`src/bhpq_pkg.sv`:
```
// Shared types and constants of the binary heap priority queue.
`default_nettype none

package bhpq_pkg;

  localparam int VALUE_W = 32;
  localparam int COUNT_OUT_W = 11;

  localparam logic FUNC_INSERT = 1'b0;
  localparam logic FUNC_REMOVE = 1'b1;

  typedef logic signed [VALUE_W-1:0] value_t;
  typedef logic [COUNT_OUT_W-1:0] count_out_t;

endpackage

`default_nettype wire

```
`src/bhpq_cmp.sv`:
```
// Shared order compare unit: tells whether one value ranks above another.
`default_nettype none

module bhpq_cmp
  import bhpq_pkg::*;
(
  input  wire value_t a,
  input  wire value_t b,
  input  wire logic   min_first,
  output logic        a_above
);

  assign a_above = min_first ? (a < b) : (a > b);

endmodule

`default_nettype wire

```
`config.mk`:
```
export PLATFORM = sky130hd
export DESIGN_NAME = bhpq_cmp
export DESIGN_NICKNAME = d
export VERILOG_FILES = /design/src/bhpq_pkg.sv /design/src/bhpq_cmp.sv
export SDC_FILE = /design/constraint.sdc
export NUM_CORES = 1
export LEC_CHECK = 0
export ABC_AREA = 1
export BUFFER_PORTS_ARGS = -buffer_cell sky130_fd_sc_hd__buf_2
export CORE_MARGIN = 2
export CORE_UTILIZATION = 47
export DETAILED_ROUTE_END_ITERATION = 12
export PLACE_DENSITY = 0.95
export SYNTH_ARGS = -nofsm -noshare
export SYNTH_HDL_FRONTEND = slang
export SYNTH_SLANG_ARGS = --single-unit
```
`constraint.sdc`:
```
create_clock -name vclk -period 5.4
set_input_delay 1.62 -clock vclk [all_inputs]
set_output_delay 1.62 -clock vclk [all_outputs]
set_load 0.1 [all_outputs]
```
* Word-level counts from Yosys, hierarchy flattened
Index checks and enable logic that the tools add are counted.
** Word-level totals
- Register bits :: 0
- Input bits :: 65
- Output and inout port bits :: 1
- Word-level logic and storage cells :: 3
** Cells by class
- Order comparisons :: 2
- Muxes and demuxes :: 1
** Operators by type and width (number)
- $gt 32x32->1 :: 1
- $lt 32x32->1 :: 1
- $mux 1 :: 1

* Longest topological paths before layout
Gate-level depths: netlist of the first run.
- Depth in word-level cells :: 2
- Gate-level depth with buffers :: 16
- Depth with buffers taken out :: 16

* Least setup slack after synthesis of the first run
OpenSTA, ideal clock, no wires.
- Kind :: in2out
- Start :: input b[31]
- End :: output a_above
- Arrival :: 3299 ps
- Required time :: 3780 ps
- Setup slack :: 481 ps
- Stages :: 10
- Buffers on the path :: 0
- Cells stage by stage :: inv_1 ha_1 nand2_1 nor2_2 nand2_2 nor3b_2 nand2_2 nand3_1 nand3_2 nand2_1
** Between the ends
- Word-level cells in the longest chain between the ends :: 2
- Elaborated cells on any way between the ends :: 3
- Those cells by class :: order compare (2); mux (1)
** RTL lines
- from (decl) :: line bhpq_cmp.sv:8 : input wire value_t b,
- $gt 32x32->1 or $lt 32x32->1 (tied branches) :: line bhpq_cmp.sv:13 : assign a_above = min_first ? (a < b) : (a > b);
- $mux 1 * :: line bhpq_cmp.sv:13
- to (decl) :: line bhpq_cmp.sv:10 : output logic a_above
Mark *: on every way between the ends. The rest lies on a longest branch, timed or not.

* Worst setup path in the final report of the first run
Same ends and word-level chain as after synthesis.

==> results.md, run 1 <==
- Post-Place Cells: between 200 and 250
- Largest net degree at the start of global routing: 6
- Share of cells above drive strength 1: 0.3488
- Setup violators final: 0
- Post-DR wirelength/cell: 7.521 um
- Hold crit path type: primary input to primary output
- Post-synthesis net count: 246
- Pwr Density: 74.43 mW/mm2
- Final net count: around 310
- VDD IR max: 70.30 uV
- DP Wirelength: 1.788 mm
- Register share of total power: 0
- Port Buf Inserts: between 60 and 70
- Core area: 0.001902 mm2
- WHS: 3.730 ns
- Max Cap Viol: 0
- RSZ-0062 raised after global routing: no
- Critical Path RT: ~3.8 ns
- Top post-synthesis cells by area: ha_1 (43%), inv_1 (16%), nand2_1 (14%), a21oi_1 (7.0%), nor2_1 (3.2%)
- Post-Route WL: 1.820 mm
- Share of the synthesized area in the top cell type: 0.4313
- Slew Limit Fails: 0
- Period minus WS final: 4.917 ns
- Final worst setup slack: 0.4833 ns
- # clk buffers: 0
- Sw Ratio: 0.5327
- Die Area: 0.002347 mm2
- Mapped cell area: 928.4 um2
- CTS resizes: 0
- Area occupied by registers: 0 um2
- Post-Layout Cell Count: 242
- DRC Markers: 0
- Number of global-route vias before repair: 948
- First-pass GRT wire length: roughly 3.3 mm
- Final Cell Area: 0.001292 mm2
- Fillers: 171
- Synth-to-layout area growth: 39.22%
- # rows: 16
- Initial Util: 0.4882
- Area of the multi-input gates: approximately 800 um2
- WS Path Type: primary input to primary output
- Post-CTS Setup Repair Bufs: 0
- DR pass1 iterations: 4
- Initial antenna violation count: 0
- Worst-path maximum fanout: 5
- Die W: 48.45 um
- Net Switching: around 51 uW
- DR vias/cell: 4.521
- Worst-margin pin slew: 0.4913 ns
- Hold buffers post-CTS: 0
- Syn Inst Count: 149
- Static Leakage: approximately 0.00088 uW
- Final hold vios: 0
- TNS Setup: 0 ns
- Critical Path Sink Type: primary output
- Seq/Total Area, Yosys: 0
- Period utilization: 0.9105
- YS warnings: 0
- Die Ht: 48.45 um
- Max Fclk: about 200 MHz
- Antenna diodes: 0
- Global placement routability congestion: around 0.73
- Proportion of power drawn by the clock network: 0
- Total gr overflow: 0
- Ports: 66
- Worst path arrival time: 3.30 ns
- Dpl cell area: ~0.0013 mm2
- Logic gate share of total power: 1.000
- Status: finished, final reports clean
- Antenna Nets Post-Route: 0
- Via count: 1094
- Internal power: 44.96 uW
- Worst relative slew slack: 0.6747
- Post-place setup slack: 0.4696 ns
- Sequential cells: 0
- Total GRT Usage: 0.1602
- Crit start category: primary input
- Leading area contributor after synthesis: ha_1
- Netlist cell types: 20
- Initial DRC count: 1
- Syn avg cell area: 6.231 um2
-- cell usage in the layout (no fill, tap or decap), types with 2 or more instances in the layout --
cell | Yosys | layout
inv_1 | 39 | 39
nand2_2 | 3 | 3
nand2_1 | 34 | 34
ha_1 | 32 | 32
o21ai_0 | 2 | 2
nor2_1 | 8 | 8
a21oi_1 | 13 | 13
nand4_1 | 2 | 2
a21o_1 | 2 | 2
buf_2 | 0 | 66
nand3_1 | 4 | 4
-- metrics by stage --
stage / util / power, uW
2_1_floorplan: - / 62.62
3_5_place_dp: 0.6796 / 97.24
4_1_cts: 0.6796 / 97.91
6_report: 0.6796 / 96.21
5_1_grt: 0.6796 / 112.0
3_3_place_gp: 0.6796 / 94.44
-- critical path: stages --
cell	delay, ns
buf_2	0.07
inv_1	0.03
ha_1	0.34
nand2_1	0.10
nor2_2	0.14
nand2_2	0.07
nor3b_2	0.19
nand2_2	0.09
nand3_1	0.07
nand3_1	0.08
nand2_1	0.07
buf_2	0.42
-- power groups by stage --
stage / Clock (uW) / Combinational, uW / Sequential [uW]
2_1_floorplan: 0 / 62.6 / 0
3_3_place_gp: 0 / 94.4 / 0
3_5_place_dp: 0 / 97.2 / 0
4_1_cts: 0 / 97.9 / 0
5_1_grt: 0 / 112 / 0
6_report: 0 / 96.2 / 0
-- final cells by class --
| class | instances | area share |
|---|---|---|
| inverters | 40 | 0.1162 |
| multi-input cells | 109 | 0.6021 |
| well taps | 27 | 0.02614 |
| repair buffers | 66 | 0.2556 |
-- Yosys cell counts, drive strengths merged --
master	number
a41oi	1
nand2	37
a21o	2
o21a	2
o21ai	3
nand4	2
nand3	5
inv	39
ha	32
clkinv	1
a21oi	14
nor3b	1
nor2	10
-- path summary, 6_finish.rpt --
path / start / endpoint / cells past startpoint
max: b[31] / a_above / 12
min: min_first / a_above / 4
-- kinds of logic after synthesis --
logic type / after synthesis / share of synthesized area
AO/OA/AOI/OAI: 22 / 0.1388
adder cells (fa/ha/maj): 32 / 0.4313
AND/OR/NAND/NOR: 55 / 0.2682
buffers and inverters: 40 / 0.1617
-- layer usage --
metal	wire length, um	track usage	part of all wire
met2	870	0.3079	0.48
met5	0	0	0
met4	0	0	0
met3	140	0.02469	0.077
met1	809	0.1989	0.44
Power figures use the tool's default switching activity.
==> run 2: changes to the inputs <==
Settings changed: CELL_PAD_IN_SITES_DETAIL_PLACEMENT from default to 1, CELL_PAD_IN_SITES_GLOBAL_PLACEMENT from default to 2, CORE_UTILIZATION 47 to 22.
==> results.md, run 2 (same netlist as run 1, synthesis figures left out) <==
- CTS resizes: 0
- Worst relative slew slack: 0.6730
- Antenna diodes: 0
- Antenna Nets Post-Route: 0
- First-pass GRT wire length: 4.167 mm
- Critical Path RT: 3.78 ns
- Initial antenna violation count: 0
- Worst-path maximum fanout: 5
- Dpl cell area: ~0.0013 mm2
- Area occupied by registers: 0 um2
- Commonest non-fill, non-tap cell in the layout: buf_2
- Max Cap Viol: 0
- Pwr Density: 74.70 mW/mm2
- Post-Route WL: 2.458 mm
- Post-CTS Setup Repair Bufs: 0
- Slew Limit Fails: 0
- Total gr overflow: 0
- DR vias/cell: 4.226
- Die Area: 0.004755 mm2
- Ports: 66
- Net Switching: 53.40 uW
- CP Buf/Inv Count: 3
- VDD IR max: roughly 44 uV
- Critical Path Sink Type: primary output
- DP Wirelength: 2.415 mm
- Number of global-route vias before repair: 1078
- Worst path arrival time: 3.35 ns
- Synth-to-layout area growth: 42.32%
- Hold buffers post-CTS: 0
- TNS Setup: 0 ns
- Internal power: 45.30 uW
- Final net count: 314
- Fillers: 560
- Area of the multi-input gates: 778.2 um2
- Register share of total power: 0
- Initial DRC count: 10
- Max Fclk: 201.4 MHz
- Largest net degree at the start of global routing: 6
- Proportion of power drawn by the clock network: 0
- Port Buf Inserts: 66
- Period minus WS final: 4.966 ns
- # rows: 23
- Period utilization: 0.9196
- Final Cell Area: 0.001321 mm2
- Share of cells above drive strength 1: 0.3488
- Die W: 68.96 um
- Setup violators final: 0
- CP max-delay cell: buf_2
- # clk buffers: 0
- Global placement routability congestion: 0.6774
- Sw Ratio: 0.5411
- Core area: 0.004029 mm2
- WS Path Type: primary input to primary output
- DR pass1 iterations: 3
- Via count: 1120
- Most frequent cells in the layout: buf_2 (66), inv_1 (39), nand2_1 (34)
- Die Ht: between 60 and 70 um
- Worst path top cell family by delay: simple AND/OR/NAND/NOR gates
- Total GRT Usage: 0.1085
- Final hold vios: 0
- Sequential cells: 0
- Initial Util: 0.2304
- Crit-path cells: buf_2 > inv_1 > ha_1 > nand2_1 > nor2_2 > nand2_2 > nor3b_2 > nand2_2 > nand3_1 > nand3_1 > nand2_1 > buf_2
- Crit start category: primary input
- Static Leakage: 0.0008798 uW
- DRC Markers: 0
- Status: finished, final reports clean
- Post-DR wirelength/cell: 9.275 um
- Logic gate share of total power: 1.000
- RSZ-0062 raised after global routing: no
- Worst-margin pin slew: between 0.4 and 0.5 ns
- CP peak stage delay: between 0.4 and 0.5 ns
- Hold crit path type: primary input to primary output
[run 2: path summary, 6_finish.rpt]
path	startpoint	endpoint	slack (ns)	cells after the start
worst max-delay path	b[31]	a_above	0.43	12
worst min-delay path	min_first	a_above	3.74	4
[run 2: power by group through the flow]
stage / Clock [uW] / Sequential (uW) / Combinational (uW)
3_3_place_gp: 0 / 0 / 97.5
6_report: 0 / 0 / 98.7
4_1_cts: 0 / 0 / 101
2_1_floorplan: 0 / 0 / 62.6
5_1_grt: 0 / 0 / 117
3_5_place_dp: 0 / 0 / 101
[run 2: area by class of cell]
type	count	share of cell area
repair buffers	66	0.2500
multi-input cells	109	0.5890
well taps	50	0.04735
inverters	40	0.1136
[run 2: per-stage QoR]
stage          utilization  setup WS [ns]  hold slack (ns)  std cells  total power, uW
5_1_grt             0.3280         0.2801            3.772        265            117.1
4_1_cts             0.3280         0.4103            3.747        265            101.5
3_3_place_gp        0.3280         0.4371            3.761        265            97.46
3_5_place_dp        0.3280         0.4227            3.745        265            100.7
6_report            0.3280         0.4341            3.742        265            98.70
2_1_floorplan            -         0.4807            3.813        149            62.62
[run 2: layer usage]
metal  global-route usage  vias to the layer above  wire (um)
li1                     -                      608          -
met1               0.1375                      477       1056
met2               0.2115                       35       1213
met3             0.006494                        0        187
met4                    0                        0          0
met5                    0                        -          0
